**config.mk**
```make
export PLATFORM = sky130hd
export DESIGN_NAME = interval_box_bisect_filter_flat
export DESIGN_NICKNAME = d
export VERILOG_FILES = /design/src/rtl/core/ibbf_pkg.sv /design/src/rtl/core/ibbf_box_if.sv /design/src/rtl/core/ibbf_child_if.sv /design/src/rtl/core/ibbf_seq.sv /design/src/rtl/core/ibbf_sel.sv /design/src/rtl/core/interval_box_bisect_filter.sv /design/src/flat_wrapper.sv
export SDC_FILE = /design/constraint.sdc
export NUM_CORES = 1
export LEC_CHECK = 0
export BUFFER_PORTS_ARGS = -buffer_cell sky130_fd_sc_hd__buf_2
export CORE_ASPECT_RATIO = 1.25
export CORE_MARGIN = 3
export CORE_UTILIZATION = 54
export DETAILED_ROUTE_END_ITERATION = 10
export PLACE_DENSITY_LB_ADDON = 0.15
export SYNTH_ARGS = -nofsm -noshare
export SYNTH_HDL_FRONTEND = slang
export SYNTH_SLANG_ARGS = --single-unit
```
**constraint.sdc**
```tcl
create_clock -name clk -period 5.35 [get_ports clk]
set_input_delay 0.535 -clock clk [delete_from_list [all_inputs] [get_ports clk]]
set_output_delay 0.535 -clock clk [all_outputs]
set_load 0.005 [all_outputs]
```
**src/rtl/core/ibbf_pkg.sv**
```systemverilog
`default_nettype none

package ibbf_pkg;

  // Bound width (Q2.14 by default) and child numbering
  localparam int BW            = 16;
  localparam int FRAC_BITS_DEF = 14;
  localparam int NUM_CHILD     = 8;
  localparam int IDX_W         = 3;
  localparam logic [IDX_W-1:0] CHILD_LAST = IDX_W'(NUM_CHILD - 1);

  // One input box
  typedef struct packed {
    logic signed [BW-1:0] mu1_low;
    logic signed [BW-1:0] mu1_high;
    logic signed [BW-1:0] mu2_low;
    logic signed [BW-1:0] mu2_high;
    logic signed [BW-1:0] rho_low;
    logic signed [BW-1:0] rho_high;
  } box_t;

  // One interval with its split point
  typedef struct packed {
    logic signed [BW-1:0] lo;
    logic signed [BW-1:0] mid;
    logic signed [BW-1:0] hi;
  } ivl_t;

  // Box held while its children go out
  typedef struct packed {
    logic  valid;
    logic [IDX_W-1:0] idx;
    ivl_t  mu1;
    ivl_t  mu2;
    ivl_t  rho;
  } cur_t;

  // One child result
  typedef struct packed {
    logic signed [BW-1:0] child_mu1_low;
    logic signed [BW-1:0] child_mu1_high;
    logic signed [BW-1:0] child_mu2_low;
    logic signed [BW-1:0] child_mu2_high;
    logic signed [BW-1:0] child_rho_low;
    logic signed [BW-1:0] child_rho_high;
    logic                 kept;
    logic [IDX_W-1:0]     child_index;
    logic                 last;
  } child_t;

endpackage

`default_nettype wire

```
**src/rtl/core/ibbf_box_if.sv**
```systemverilog
`default_nettype none

interface ibbf_box_if import ibbf_pkg::*; ();
  logic valid;
  logic ready;
  box_t data;

  modport source (output valid, output data, input ready);
  modport sink (input valid, input data, output ready);
endinterface

`default_nettype wire

```
**src/rtl/core/ibbf_child_if.sv**
```systemverilog
`default_nettype none

interface ibbf_child_if import ibbf_pkg::*; ();
  logic   valid;
  logic   ready;
  child_t data;

  modport source (output valid, output data, input ready);
  modport sink (input valid, input data, output ready);
endinterface

`default_nettype wire

```
**src/rtl/core/ibbf_seq.sv**
```systemverilog
`default_nettype none

module ibbf_seq import ibbf_pkg::*; (
  input  wire logic  clk,
  input  wire logic  rst,
  ibbf_box_if.sink   box,
  input  wire logic  adv,
  output cur_t       cur
);

  logic              busy;
  logic [IDX_W-1:0]  idx;
  ivl_t              mu1;
  ivl_t              mu2;
  ivl_t              rho;
  logic              take;
  logic signed [BW:0] sum1;
  logic signed [BW:0] sum2;
  logic signed [BW:0] sum3;

  // Next box may enter as the last child of the current one leaves
  assign box.ready = !busy || (adv && (idx == CHILD_LAST));
  assign take      = box.valid && box.ready;

  // Floor midpoints: arithmetic shift of the exact 17-bit sum
  assign sum1 = (BW+1)'(box.data.mu1_low) + (BW+1)'(box.data.mu1_high);
  assign sum2 = (BW+1)'(box.data.mu2_low) + (BW+1)'(box.data.mu2_high);
  assign sum3 = (BW+1)'(box.data.rho_low) + (BW+1)'(box.data.rho_high);

  // Child counter
  always_ff @(posedge clk) begin
    if (rst) begin
      busy <= 1'b0;
      idx  <= '0;
    end else if (take) begin
      busy <= 1'b1;
      idx  <= '0;
    end else if (adv) begin
      if (idx == CHILD_LAST) begin
        busy <= 1'b0;
      end
      idx <= idx + 1'b1;
    end
  end

  // Box register
  always_ff @(posedge clk) begin
    if (take) begin
      mu1 <= '{lo: box.data.mu1_low, mid: sum1[BW:1], hi: box.data.mu1_high};
      mu2 <= '{lo: box.data.mu2_low, mid: sum2[BW:1], hi: box.data.mu2_high};
      rho <= '{lo: box.data.rho_low, mid: sum3[BW:1], hi: box.data.rho_high};
    end
  end

  assign cur = '{valid: busy, idx: idx, mu1: mu1, mu2: mu2, rho: rho};

endmodule

`default_nettype wire

```
**src/rtl/core/ibbf_sel.sv**
```systemverilog
`default_nettype none

module ibbf_sel import ibbf_pkg::*; #(
  parameter int FRAC_BITS = FRAC_BITS_DEF
) (
  input  wire cur_t cur,
  output child_t    child
);

  // Room for a three-term sum and for 1.0 itself
  localparam int CW = (FRAC_BITS + 2 > BW + 2) ? FRAC_BITS + 2 : BW + 2;
  localparam logic signed [CW-1:0] ONE = CW'(1) << FRAC_BITS;

  logic signed [BW-1:0] m1l, m1h, m2l, m2h, rl, rh;
  logic signed [CW-1:0] e1l, e1h, e2l, e2h, erl, erh;
  logic signed [CW-1:0] s0, s1, s2, s3;
  logic                 canon;
  logic                 rows_ok;

  // Pick halves: index bit set selects the upper half
  assign m1l = cur.idx[2] ? cur.mu1.mid : cur.mu1.lo;
  assign m1h = cur.idx[2] ? cur.mu1.hi  : cur.mu1.mid;
  assign m2l = cur.idx[1] ? cur.mu2.mid : cur.mu2.lo;
  assign m2h = cur.idx[1] ? cur.mu2.hi  : cur.mu2.mid;
  assign rl  = cur.idx[0] ? cur.rho.mid : cur.rho.lo;
  assign rh  = cur.idx[0] ? cur.rho.hi  : cur.rho.mid;

  // Sign-extend to the compare width
  assign e1l = CW'(m1l);
  assign e1h = CW'(m1h);
  assign e2l = CW'(m2l);
  assign e2h = CW'(m2h);
  assign erl = CW'(rl);
  assign erh = CW'(rh);

  // Canonical ordering of the two means
  assign canon = (e1h >= e2l) && (e1h >= CW'(0)) && ((-e2h) <= e1h);

  // Lower bounds of the four signed triangle sums
  assign s0 = -e1h - e2h - erh;
  assign s1 = -e1h + e2l + erl;
  assign s2 = e1l - e2h + erl;
  assign s3 = e1l + e2l - erh;
  assign rows_ok = (s0 <= ONE) && (s1 <= ONE) && (s2 <= ONE) && (s3 <= ONE);

  assign child = '{
    child_mu1_low:  m1l,
    child_mu1_high: m1h,
    child_mu2_low:  m2l,
    child_mu2_high: m2h,
    child_rho_low:  rl,
    child_rho_high: rh,
    kept:           canon && rows_ok,
    child_index:    cur.idx,
    last:           cur.idx == CHILD_LAST
  };

endmodule

`default_nettype wire

```
**src/rtl/core/interval_box_bisect_filter.sv**
```systemverilog
// Interval box bisect filter.
// The box channel (valid/ready) takes one box of three intervals: mu1, mu2
// and rho, each a pair of signed Q2.14 bounds. Every interval is split at the
// floor of its midpoint, and the eight child boxes leave on the child channel
// in index order (bit 2 mu1 half, bit 1 mu2 half, bit 0 rho half), each with
// a kept flag for the canonical and triangle-inequality tests, and with last
// set on child 7.
// The first child of a box passes the box register, then the output
// register. Throughput: one child per cycle while the receiver holds ready
// high, paced by the child counter; the next box is taken in the same cycle
// as the last child of the current box enters the output register.
// Reset (synchronous, rst high) drops any box in flight and empties the output
// register. When the receiver holds ready low, the output register keeps its
// child, the counter stops and the box channel stays not ready after the
// held box; nothing is lost or repeated.

`default_nettype none

module interval_box_bisect_filter import ibbf_pkg::*; #(
  parameter int FRAC_BITS = FRAC_BITS_DEF
) (
  input  wire logic   clk,
  input  wire logic   rst,
  ibbf_box_if.sink    box,
  ibbf_child_if.source child
);

  cur_t   cur;
  child_t sel_child;
  logic   load;
  logic   out_valid;
  child_t out_data;

  // Output register loads when empty or being drained
  assign load = cur.valid && (!out_valid || child.ready);

  ibbf_seq u_seq (
    .clk (clk),
    .rst (rst),
    .box (box),
    .adv (load),
    .cur (cur)
  );

  ibbf_sel #(
    .FRAC_BITS (FRAC_BITS)
  ) u_sel (
    .cur   (cur),
    .child (sel_child)
  );

  // Output valid
  always_ff @(posedge clk) begin
    if (rst) begin
      out_valid <= 1'b0;
    end else if (load) begin
      out_valid <= 1'b1;
    end else if (child.ready) begin
      out_valid <= 1'b0;
    end
  end

  // Output payload
  always_ff @(posedge clk) begin
    if (load) begin
      out_data <= sel_child;
    end
  end

  assign child.valid = out_valid;
  assign child.data  = out_data;

endmodule

`default_nettype wire
```
**src/flat_wrapper.sv**
```systemverilog
// flat-port wrapper written by rule: the top's interface ports become plain ports
module interval_box_bisect_filter_flat import ibbf_pkg::*;
#(
  parameter int FRAC_BITS = FRAC_BITS_DEF
)
  (clk, rst, box_valid, box_data, box_ready, child_valid, child_data, child_ready);
  ibbf_box_if box_i ();
  ibbf_child_if child_i ();
  input  wire logic clk;
  input  wire logic rst;
  input wire logic [$bits(box_i.valid)-1:0] box_valid;
  input wire logic [$bits(box_i.data)-1:0] box_data;
  output wire logic [$bits(box_i.ready)-1:0] box_ready;
  output wire logic [$bits(child_i.valid)-1:0] child_valid;
  output wire logic [$bits(child_i.data)-1:0] child_data;
  input wire logic [$bits(child_i.ready)-1:0] child_ready;
  assign box_i.valid = box_valid;
  assign box_i.data = box_data;
  assign box_ready = box_i.ready;
  assign child_valid = child_i.valid;
  assign child_data = child_i.data;
  assign child_i.ready = child_ready;
  interval_box_bisect_filter #(.FRAC_BITS(FRAC_BITS)) u_core (.clk(clk), .rst(rst), .box(box_i), .child(child_i));
endmodule
```
==> results of run 1 <==
worst max-delay path, delay by kind of cell (launching register included):
kind                     cells  cell delay [ns]
AO/OA/AOI/OAI                6             0.98
adder cells (fa/ha/maj)      4             1.43
buffers and inverters        3             0.24
flip-flops                   1             0.44
multiplexers                 1             0.32
AND/OR/NAND/NOR              5             1.40
area by class of cell:
class	instances	area share
flip-flops and latches	250	0.378
clock buffers	36	0.0358
clock inverters	9	0.00393
well taps	407	0.0258
inverters	255	0.0488
multi-input cells	1010	0.439
repair buffers	245	0.0683
timing repair:
item                                   CTS  global route
gates resized for setup                  0             7
buffers inserted                         0             3
setup endpoints to repair                0             1
endpoints found under the hold margin    0             0
state kept, by name (all words and copies together), names as in the netlist:
signal	flops
u_core.child.valid	1
u_core.u_seq.cur	144
u_core.child.data	101
u_core.u_seq.busy	1
u_core.u_seq.idx	3
power by group:
group          leakage (nW)  switching, mW  internal, mW
registers              2.37         0.0574          2.34
logic                  5.70           1.59          1.11
clock network         0.384          0.747         0.966
total                  8.46           2.40          4.41
kinds of logic (layout without fill, tap and decap cells):
family / after synthesis / count (layout) / synth area share
compound gates: 272 / 272 / 0.107
buf+inv: 268 / 545 / 0.0597
fa+ha+maj: 225 / 225 / 0.195
flops: 250 / 250 / 0.436
xor+xnor: 94 / 94 / 0.0481
simple gates: 318 / 318 / 0.0935
mux: 101 / 101 / 0.0610
metal layers:
layer	up-vias	track usage
li1	5957	-
met1	5979	0.334
met2	422	0.438
met3	93	0.0370
met4	0	0.0839
met5	-	0
stage by stage:
| stage | hold WS [ns] | cell area (um^2) | utilization | power [mW] |
|---|---|---|---|---|
| floorplan | 0.432 | 17100 | - | 4.37 |
| global placement | 0.465 | 18900 | 0.608 | 5.04 |
| detailed placement | 0.469 | 18900 | 0.608 | 5.09 |
| CTS | 0.164 | 19700 | 0.633 | 6.81 |
| global route | 0.165 | 19700 | 0.635 | 7.24 |
| finish | 0.180 | 19700 | 0.635 | 6.81 |
how the worst max path moves through the flow:
stage,end,cells past startpoint,slack (ns),start
floorplan,u_core.child.data[4],24,0.19,u_core.u_seq.idx[2]
global placement,u_core.child.data[4],21,0.46,u_core.u_seq.idx[2]
detailed placement,u_core.child.data[4],20,0.26,u_core.u_seq.idx[2]
CTS,u_core.child.data[4],20,0.22,u_core.u_seq.idx[2]
global route,u_core.child.data[4],21,-0.006,u_core.u_seq.idx[2]
finish,u_core.child.data[4],19,0.38,u_core.u_seq.idx[2]
cell usage after synthesis, types with 15 or more instances:
library cell  number  area [um^2]
a21o_1            21          158
a21oi_1           64          320
edfxtp_1         245         7360
fa_1              70         1400
ha_1             155         1940
inv_1            252          946
mux2_2            20          225
mux2i_1           79          791
nand2_1           56          210
nand2b_1          15         93.8
nand3_1           24          120
nand4_1           17          106
nor2_1            94          353
nor2b_1           24          150
nor3_1            31          155
o21ai_0           44          220
xnor2_1           71          622
xor2_1            23          201
==> flow_metrics.env, run 1 <==
export IMPL_period_minus_slack_ns=4.97
export IMPL_whs_endpoint="u_core.u_seq.busy"
export IMPL_cp_max_fo=12
export IMPL_cts_reportedPaths_clkPinSlew_ns=0.06
export IMPL_grt_antenna_before_repair=0
export IMPL_nNetsFinal=2112
export IMPL_syn_avg_cell_area_um2=11.2
export IMPL_r2r_end="u_core.child.data[4]"
export IMPL_portBuffers=202
export IMPL_ys_warnings_count=0
export IMPL_slowest_stage="nor4_1"
export IMPL_detail_route_wl_per_cell_um=19.6
export IMPL_hold_viol_final=0
export IMPL_max_freq_mhz=201
export IMPL_timing_final_crit_share=0.930
export IMPL_grtUsageTotal=0.256
export IMPL_setup_viol=0
export IMPL_syn_inst=1528
export IMPL_multi_input_area_mm2=0.00866
export IMPL_ys_flop_type="edfxtp_1"
export IMPL_areaGrowthSynthToFinish_pct=15.3
export IMPL_drv_slew=0
export IMPL_worstHoldStart="rst"
export IMPL_r2r_slack_ns=0.38
export IMPL_cts_num_sinks=250
export IMPL_die_x_um=165
export IMPL_hp_class="in2reg"
export IMPL_reg2reg_depth=19
export IMPL_worst_slew_pin_slew_ns=0.893
export IMPL_fin_skew_ns=0.0110
export IMPL_leakagePower_nw=8.46
export IMPL_core_mm2=0.0311
export IMPL_endpoint_kind="flop"
export IMPL_gp_congestion=0.930
export IMPL_drc=0
export IMPL_ir_worst_vdd_uv=226
export IMPL_ctsHtreeMaxLevel=1
export IMPL_clk_path_buf_depth=3
export IMPL_setup_ws_ns=0.377
export IMPL_grt_pass1_vias=12400
export IMPL_drive_above_1_share=0.186
export IMPL_start_util=0.551
export IMPL_yosysUniqueCellTypes=80
export IMPL_power_density_mw_per_mm2=345
export IMPL_synth_edf_count=245
export IMPL_grt_max_degree=89
export IMPL_final_seq_area_mm2=0.00746
export IMPL_final_common_cell="inv_1"
export IMPL_die_h_um=205
export IMPL_clock_latency_ns=0.54
export IMPL_dp_hpwl_um=35400
export IMPL_cp_cell_sequence="mux2i_2 > ha_1 > o21ai_0 > inv_1 > nand4_1 > nor4_1 > nand3_1 > ha_1 > inv_1 > fa_1 > inv_1 > ha_1 > nor4_1 > o21ai_0 > o311ai_0 > o22ai_1 > and2_0 > a31oi_1 > o2111a_1"
export IMPL_root_buffer="clkbuf_16"
export IMPL_critical_path_reg2reg_startpoint="u_core.u_seq.idx[2]"
export IMPL_wirelength_um=43400
export IMPL_vias=12500
export IMPL_place_ws_ns=0.259
export IMPL_die_area_mm2=0.0339
export IMPL_io_pins=203
export IMPL_row_count=72
export IMPL_tritoncts="yes"
export IMPL_grt_ovfl_total=0
export IMPL_cts_buffers=25
export IMPL_ant_nets=0
export IMPL_arrival_ns=5.37
export IMPL_wl_met1_um=17700
export IMPL_worst_setup_path_start_kind="flop"
export IMPL_path_class="reg2reg"
export IMPL_syn_num_nets=1853
export IMPL_met3WireLength_um=2820
export IMPL_final_cell_mix="251 x inv_1, 245 x edfxtp_1, 202 x buf_2, 155 x ha_1, 93 x nor2_1"
export IMPL_antenna_cells=0
export IMPL_outcome="completed"
export IMPL_holdBufCountCts=0
export IMPL_synth_seq_area_share=0.436
export IMPL_cpPeakStageDelay_ns=0.58
export IMPL_dr_pass1_iters=5
export IMPL_cap_violations=0
export IMPL_stdcell_count=2212
export IMPL_wl_met2_um=21300
export IMPL_dr_max_layer_used="met4"
export IMPL_synth_seq_cells=250
export IMPL_critical_path_required_ns=5.75
export IMPL_setup_tns_ns=0
export IMPL_dp_cells=2164
export IMPL_drt_iter0_markers=801
export IMPL_syn_area_mm2=0.0171
export IMPL_slew_headroom=0.405
export IMPL_grt_pass1_wl_um=65900
export IMPL_holdPathStages=2
export IMPL_viasPerCell=5.63
export IMPL_nFillCells=2503
export IMPL_async_flop_share=0
Power figures use the tool's default switching activity.
==> inputs of run 2 (changes only) <==
- GPL_TIMING_DRIVEN: unset -> 0
- PLACE_DENSITY_LB_ADDON: 0.15 -> 0.1
==> flow_metrics.env, run 2 (synthesis gave the netlist of run 1 again) <==
export IMPL_ir_worst_vdd_uv=231
export IMPL_r2r_end="u_core.child.data[4]"
export IMPL_cts_num_sinks=250
export IMPL_root_buffer="clkbuf_16"
export IMPL_postPlaceCellArea_mm2=0.0187
export IMPL_wirelength_um=43200
export IMPL_path_class="reg2reg"
export IMPL_endpoint_kind="flop"
export IMPL_worst_setup_path_start_kind="flop"
export IMPL_whs_endpoint="u_core.child.valid"
export IMPL_power_mw=6.89
export IMPL_dr_pass1_iters=5
export IMPL_slew_headroom=0.232
export IMPL_grt_ovfl_total=0
export IMPL_start_util=0.551
export IMPL_portBuffers=202
export IMPL_setup_ws_ns=0.174
export IMPL_r2r_slack_ns=0.17
export IMPL_grtUsageTotal=0.258
export IMPL_die_area_mm2=0.0339
export IMPL_areaGrowthSynthToFinish_pct=16.8
export IMPL_hp_class="in2reg"
export IMPL_nFillCells=2503
export IMPL_core_mm2=0.0311
export IMPL_hold_viol_final=0
export IMPL_critical_path_required_ns=5.74
export IMPL_ant_nets=0
export IMPL_drv_slew=0
export IMPL_timing_final_crit_share=0.968
export IMPL_grt_pass1_wl_um=66100
export IMPL_final_cell_mix="251 x inv_1, 245 x edfxtp_1, 203 x buf_2, 151 x ha_1, 91 x nor2_1"
export IMPL_dp_cells=2140
export IMPL_drt_iter0_markers=754
export IMPL_arrival_ns=5.56
export IMPL_fin_skew_ns=0.00753
export IMPL_final_common_cell="inv_1"
export IMPL_cp_max_fo=10
export IMPL_critical_path_reg2reg_startpoint="u_core.u_seq.idx[2]"
export IMPL_max_freq_mhz=193
export IMPL_post_route_cell_area_mm2=0.0200
export IMPL_detail_route_wl_per_cell_um=19.7
export IMPL_antenna_cells=0
export IMPL_die_h_um=205
export IMPL_multi_input_area_mm2=0.00896
export IMPL_row_count=72
export IMPL_cts_reportedPaths_clkPinSlew_ns=0.06
export IMPL_grt_max_degree=71
export IMPL_setup_viol=0
export IMPL_clock_latency_ns=0.53
export IMPL_drive_above_1_share=0.201
export IMPL_ctsHtreeMaxLevel=1
export IMPL_period_minus_slack_ns=5.18
export IMPL_largest_reg_flops=144
export IMPL_tritoncts="yes"
export IMPL_final_seq_area_mm2=0.00746
export IMPL_worstHoldStart="rst"
export IMPL_die_x_um=165
export IMPL_nNetsFinal=2096
export IMPL_fin_util=0.643
export IMPL_reg2reg_depth=25
export IMPL_dp_hpwl_um=35600
export IMPL_gp_congestion=0.899
export IMPL_holdPathStages=2
export IMPL_cap_violations=0
export IMPL_io_pins=203
export IMPL_grt_antenna_before_repair=2
export IMPL_cts_buffers=25
export IMPL_worst_slew_pin_slew_ns=1.12
export IMPL_leakagePower_nw=8.47
export IMPL_power_density_mw_per_mm2=344
export IMPL_drc=0
export IMPL_grt_pass1_vias=12600
export IMPL_outcome="completed"
export IMPL_place_ws_ns=-1.38
export IMPL_vias=12400
export IMPL_stdcell_count=2196
export IMPL_clk_path_buf_depth=3
export IMPL_viasPerCell=5.65
## run 2: layout make-up
| cell class | instances | share of cell area |
|---|---|---|
| Clock buffer | 27 | 0.0317 |
| Sequential cell | 250 | 0.373 |
| Multi-Input combinational cell | 1010 | 0.448 |
| Clock inverter | 18 | 0.00814 |
| Tap cell | 407 | 0.0255 |
| Inverter | 255 | 0.0482 |
| Timing Repair Buffer | 217 | 0.0594 |
| Buffer | 12 | 0.00557 |
## run 2: where the power goes
group,internal (mW),leakage (nW),total [mW],switching [mW]
Combinational,1.14,5.71,2.76,1.63
Sequential,2.34,2.37,2.39,0.0556
Clock,0.997,0.389,1.73,0.732
Total,4.47,8.47,6.89,2.41
## run 2: how the worst max path moves through the flow
| stage | to | from | cells after the start | slack (ns) |
|---|---|---|---|---|
| CTS | u_core.child.data[4] | u_core.u_seq.idx[2] | 25 | 0.03 |
| global route | u_core.child.data[4] | u_core.u_seq.idx[2] | 25 | -0.009 |
| floorplan | u_core.child.data[4] | u_core.u_seq.idx[2] | 24 | 0.19 |
| detailed placement | u_core.child.data[4] | u_core.u_seq.idx[2] | 24 | -1.38 |
| global placement | u_core.child.data[4] | u_core.u_seq.idx[2] | 24 | -1.38 |
| finish | u_core.child.data[4] | u_core.u_seq.idx[2] | 25 | 0.17 |
## run 2: layer usage
layer,up-vias,wire length (um),global-route usage
met2,392,21600,0.445
met1,5986,17200,0.327
met5,-,21,0
met4,4,1660,0.0965
li1,5931,-,-
met3,95,2800,0.0396
## run 2: repair_timing
action,in CTS,in global routing
pin swaps,3,9
setup endpoints to repair,1,1
resized for setup,47,53
buffers inserted,2,10
hold buffers,0,0
## run 2: stage by stage
step                      hold WS, ns  setup TNS [ns]
final                           0.185               0
after global routing            0.172        -0.00945
after CTS                       0.162               0
after detailed placement        0.462           -1.38
after global placement          0.458          -82.49
after floorplan                 0.432               0
## run 2: critical path: stages (launching register included)
cell and delay (ns):
dfxtp_2 0.34, buf_6 0.15, buf_12 0.16, buf_12 0.16, mux2i_4 0.27, ha_2 0.23
o21ai_2 0.08, inv_1 0.08, nand4_1 0.12, buf_6 0.18, nor2_4 0.11, nand3_2 0.11
xnor2_2 0.21, fa_1 0.51, inv_1 0.07, ha_4 0.18, nor2b_1 0.16, nor3b_2 0.23
o2111ai_2 0.18, nor4_2 0.23, nand4_1 0.13, nor4_2 0.35, o22ai_1 0.11, and2_0 0.19
a31oi_1 0.23, o2111a_1 0.25
==> inputs of run 3 (changes only) <==
- ABC_AREA: unset -> 1
- CORE_UTILIZATION: 54 -> 55
==> flow_metrics.env, run 3 <==
export IMPL_worst_setup_path_start_kind="flop"
export IMPL_hold_viol_final=0
export IMPL_setup_viol=0
export IMPL_syn_avg_cell_area_um2=8.62
export IMPL_antenna_cells=0
export IMPL_critical_path_required_ns=5.66
export IMPL_endpoint_kind="flop"
export IMPL_yosysUniqueCellTypes=50
export IMPL_ir_worst_vdd_uv=323
export IMPL_synth_edf_count=245
export IMPL_grt_pass1_wl_um=80700
export IMPL_cts_num_sinks=250
export IMPL_grtUsageTotal=0.299
export IMPL_crit_family="compound AO/OA/AOI/OAI gates"
export IMPL_grt_max_degree=60
export IMPL_grt_pass1_vias=15000
export IMPL_die_h_um=211
export IMPL_die_area_mm2=0.0358
export IMPL_multi_input_area_mm2=0.00918
export IMPL_nFillCells=2831
export IMPL_slew_headroom=0.104
export IMPL_gp_congestion=0.935
export IMPL_cp_max_fo=10
export IMPL_arrival_ns=5.29
export IMPL_rsz0062_at_grt="false"
export IMPL_detail_route_wl_per_cell_um=19.0
export IMPL_synth_area_leader_cell="edfxtp_1"
export IMPL_drc=0
export IMPL_outcome="completed"
export IMPL_portBuffers=202
export IMPL_die_x_um=170
export IMPL_drt_iter0_markers=822
export IMPL_nNetsFinal=2705
export IMPL_vias=14800
export IMPL_path_buf_inv=4
export IMPL_hp_class="in2reg"
export IMPL_ant_nets=0
export IMPL_ys_top_cells_by_count="499 x nand2_1, 457 x inv_1, 245 x edfxtp_1, 155 x ha_1, 125 x nor2_1"
export IMPL_fin_skew_ns=0.0210
export IMPL_areaGrowthSynthToFinish_pct=13.5
export IMPL_root_buffer="clkbuf_16"
export IMPL_final_common_cell="nand2_1"
export IMPL_synth_most_common_cell="nand2_1"
export IMPL_max_freq_mhz=201
export IMPL_leakagePower_nw=10.2
export IMPL_grt_antenna_before_repair=0
export IMPL_cpMostUsedCell="nand2_1"
export IMPL_synth_seq_area_share=0.404
export IMPL_async_flop_share=0
export IMPL_worst_slew_pin_slew_ns=1.33
export IMPL_clk_path_buf_depth=3
export IMPL_tritoncts="yes"
export IMPL_viasPerCell=5.26
export IMPL_timing_final_crit_share=0.930
export IMPL_ys_flop_type="edfxtp_1"
export IMPL_row_count=74
export IMPL_drive_above_1_share=0.136
export IMPL_period_minus_slack_ns=4.97
export IMPL_largest_reg_flops=144
export IMPL_syn_area_mm2=0.0185
export IMPL_cts_buffers=25
export IMPL_io_pins=203
export IMPL_core_mm2=0.0329
export IMPL_cap_violations=0
export IMPL_grt_ovfl_total=0
export IMPL_yosysTopAreaCellShare=0.399
export IMPL_power_mw=7.35
export IMPL_wirelength_um=53400
export IMPL_path_class="reg2reg"
export IMPL_synth_area_leaders="edfxtp_1 40%, ha_1 11%, nand2_1 10%"
export IMPL_drv_slew=0
export IMPL_slowest_stage="o21ai_0"
export IMPL_cpPeakStageDelay_ns=1.11
export IMPL_start_util=0.562
export IMPL_dp_hpwl_um=44700
export IMPL_power_density_mw_per_mm2=351
export IMPL_clock_latency_ns=0.57
export IMPL_ctsHtreeMaxLevel=1
export IMPL_syn_inst=2141
export IMPL_holdWs_ns=0.169
export IMPL_synth_seq_cells=250
export IMPL_syn_num_nets=2466
export IMPL_dr_pass1_iters=5
export IMPL_ys_warnings_count=0
export IMPL_cp_cell_sequence="buf_6 > clkbuf_1 > o21ai_0 > fa_1 > fa_1 > inv_1 > nand2_1 > o21ai_1 > nand2_1 > nand2_1 > nand3_1 > nand2_1 > nand2_1 > nand2_1 > inv_1 > nand2_1 > nor2_1 > nand3_1 > nor2_1 > nor2_1 > nor2_1"
export IMPL_setup_tns_ns=0
export IMPL_final_seq_area_mm2=0.00746
export IMPL_final_cell_mix="499 x nand2_1, 456 x inv_1, 245 x edfxtp_1, 206 x buf_2, 155 x ha_1"
export IMPL_cts_reportedPaths_clkPinSlew_ns=0.08
## run 3: changes by cell type in the layout (fill, tap and decap cells not counted), sizes merged, moves of 14 or more
cell | before | now
a21o | 21 | 3
a21oi | 73 | 112
inv | 253 | 465
mux2 | 20 | 0
mux2i | 81 | 0
nand2 | 56 | 507
nand2b | 15 | 0
nand3 | 25 | 92
nor2 | 95 | 133
nor2b | 24 | 0
nor3 | 32 | 18
o21ai | 60 | 137
xnor2 | 71 | 27
xor2 | 23 | 63
## run 3: where the power goes
group | leakage (nW) | total (mW) | internal (mW) | switching (mW)
clock network | 0.369 | 1.67 | 0.913 | 0.759
logic | 7.48 | 3.29 | 1.16 | 2.14
registers | 2.37 | 2.38 | 2.34 | 0.0420
total | 10.2 | 7.35 | 4.41 | 2.94
## run 3: path summary, 6_finish.rpt
kind / slack, ns / to / cells after the start / from
worst max register to register: 0.38 / u_core.child.data[4] / 21 / u_core.u_seq.idx[2]
worst min-delay path: 0.17 / u_core.u_seq.cur[135] / 1 / box_data[87]
worst max-delay path: 0.38 / u_core.child.data[4] / 21 / u_core.u_seq.idx[2]
worst min register to register: 0.48 / u_core.child.valid / 2 / u_core.u_seq.busy
## run 3: layout make-up
type,count,share of cell area
plain buffers,20,0.00585
clock buffers,29,0.0306
clock inverters,16,0.00597
inverters,464,0.0834
multi-input cells,1407,0.438
flip-flops and latches,250,0.356
well taps,418,0.0250
repair buffers,212,0.0551
## run 3: cell families after synthesis
| group | after synthesis | synth area share |
|---|---|---|
| AO/OA/AOI/OAI | 287 | 0.0858 |
| XOR/XNOR | 90 | 0.0431 |
| adder cells (fa/ha/maj) | 225 | 0.181 |
| buffers and inverters | 484 | 0.101 |
| flip-flops | 250 | 0.404 |
| AND/OR/NAND/NOR | 805 | 0.185 |
## run 3: per-stage QoR
step                std cells  worst slack (ns)  area, um^2  utilization
global route             2816           0.00728       21000        0.637
finish                   2816             0.376       21000        0.637
floorplan                2141             0.186       18500            -
CTS                      2812            0.0225       20900        0.636
detailed placement       2767            -0.176       20100        0.612
global placement         2761             -1.23       20000        0.608
## run 3: routing by layer
metal	up-vias	routed length, um	global-route usage
met5	-	0	0
met1	6913	20100	0.342
li1	7375	-	-
met4	0	2460	0.120
met2	414	27800	0.553
met3	118	3030	0.0502
## run 3: repair_timing
item | in CTS | in global routing
hold buffers | 0 | 0
setup buffers | 0 | 3
endpoints found under the setup margin | 1 | 1
pin swaps | 0 | 0
gates resized for setup | 1 | 11
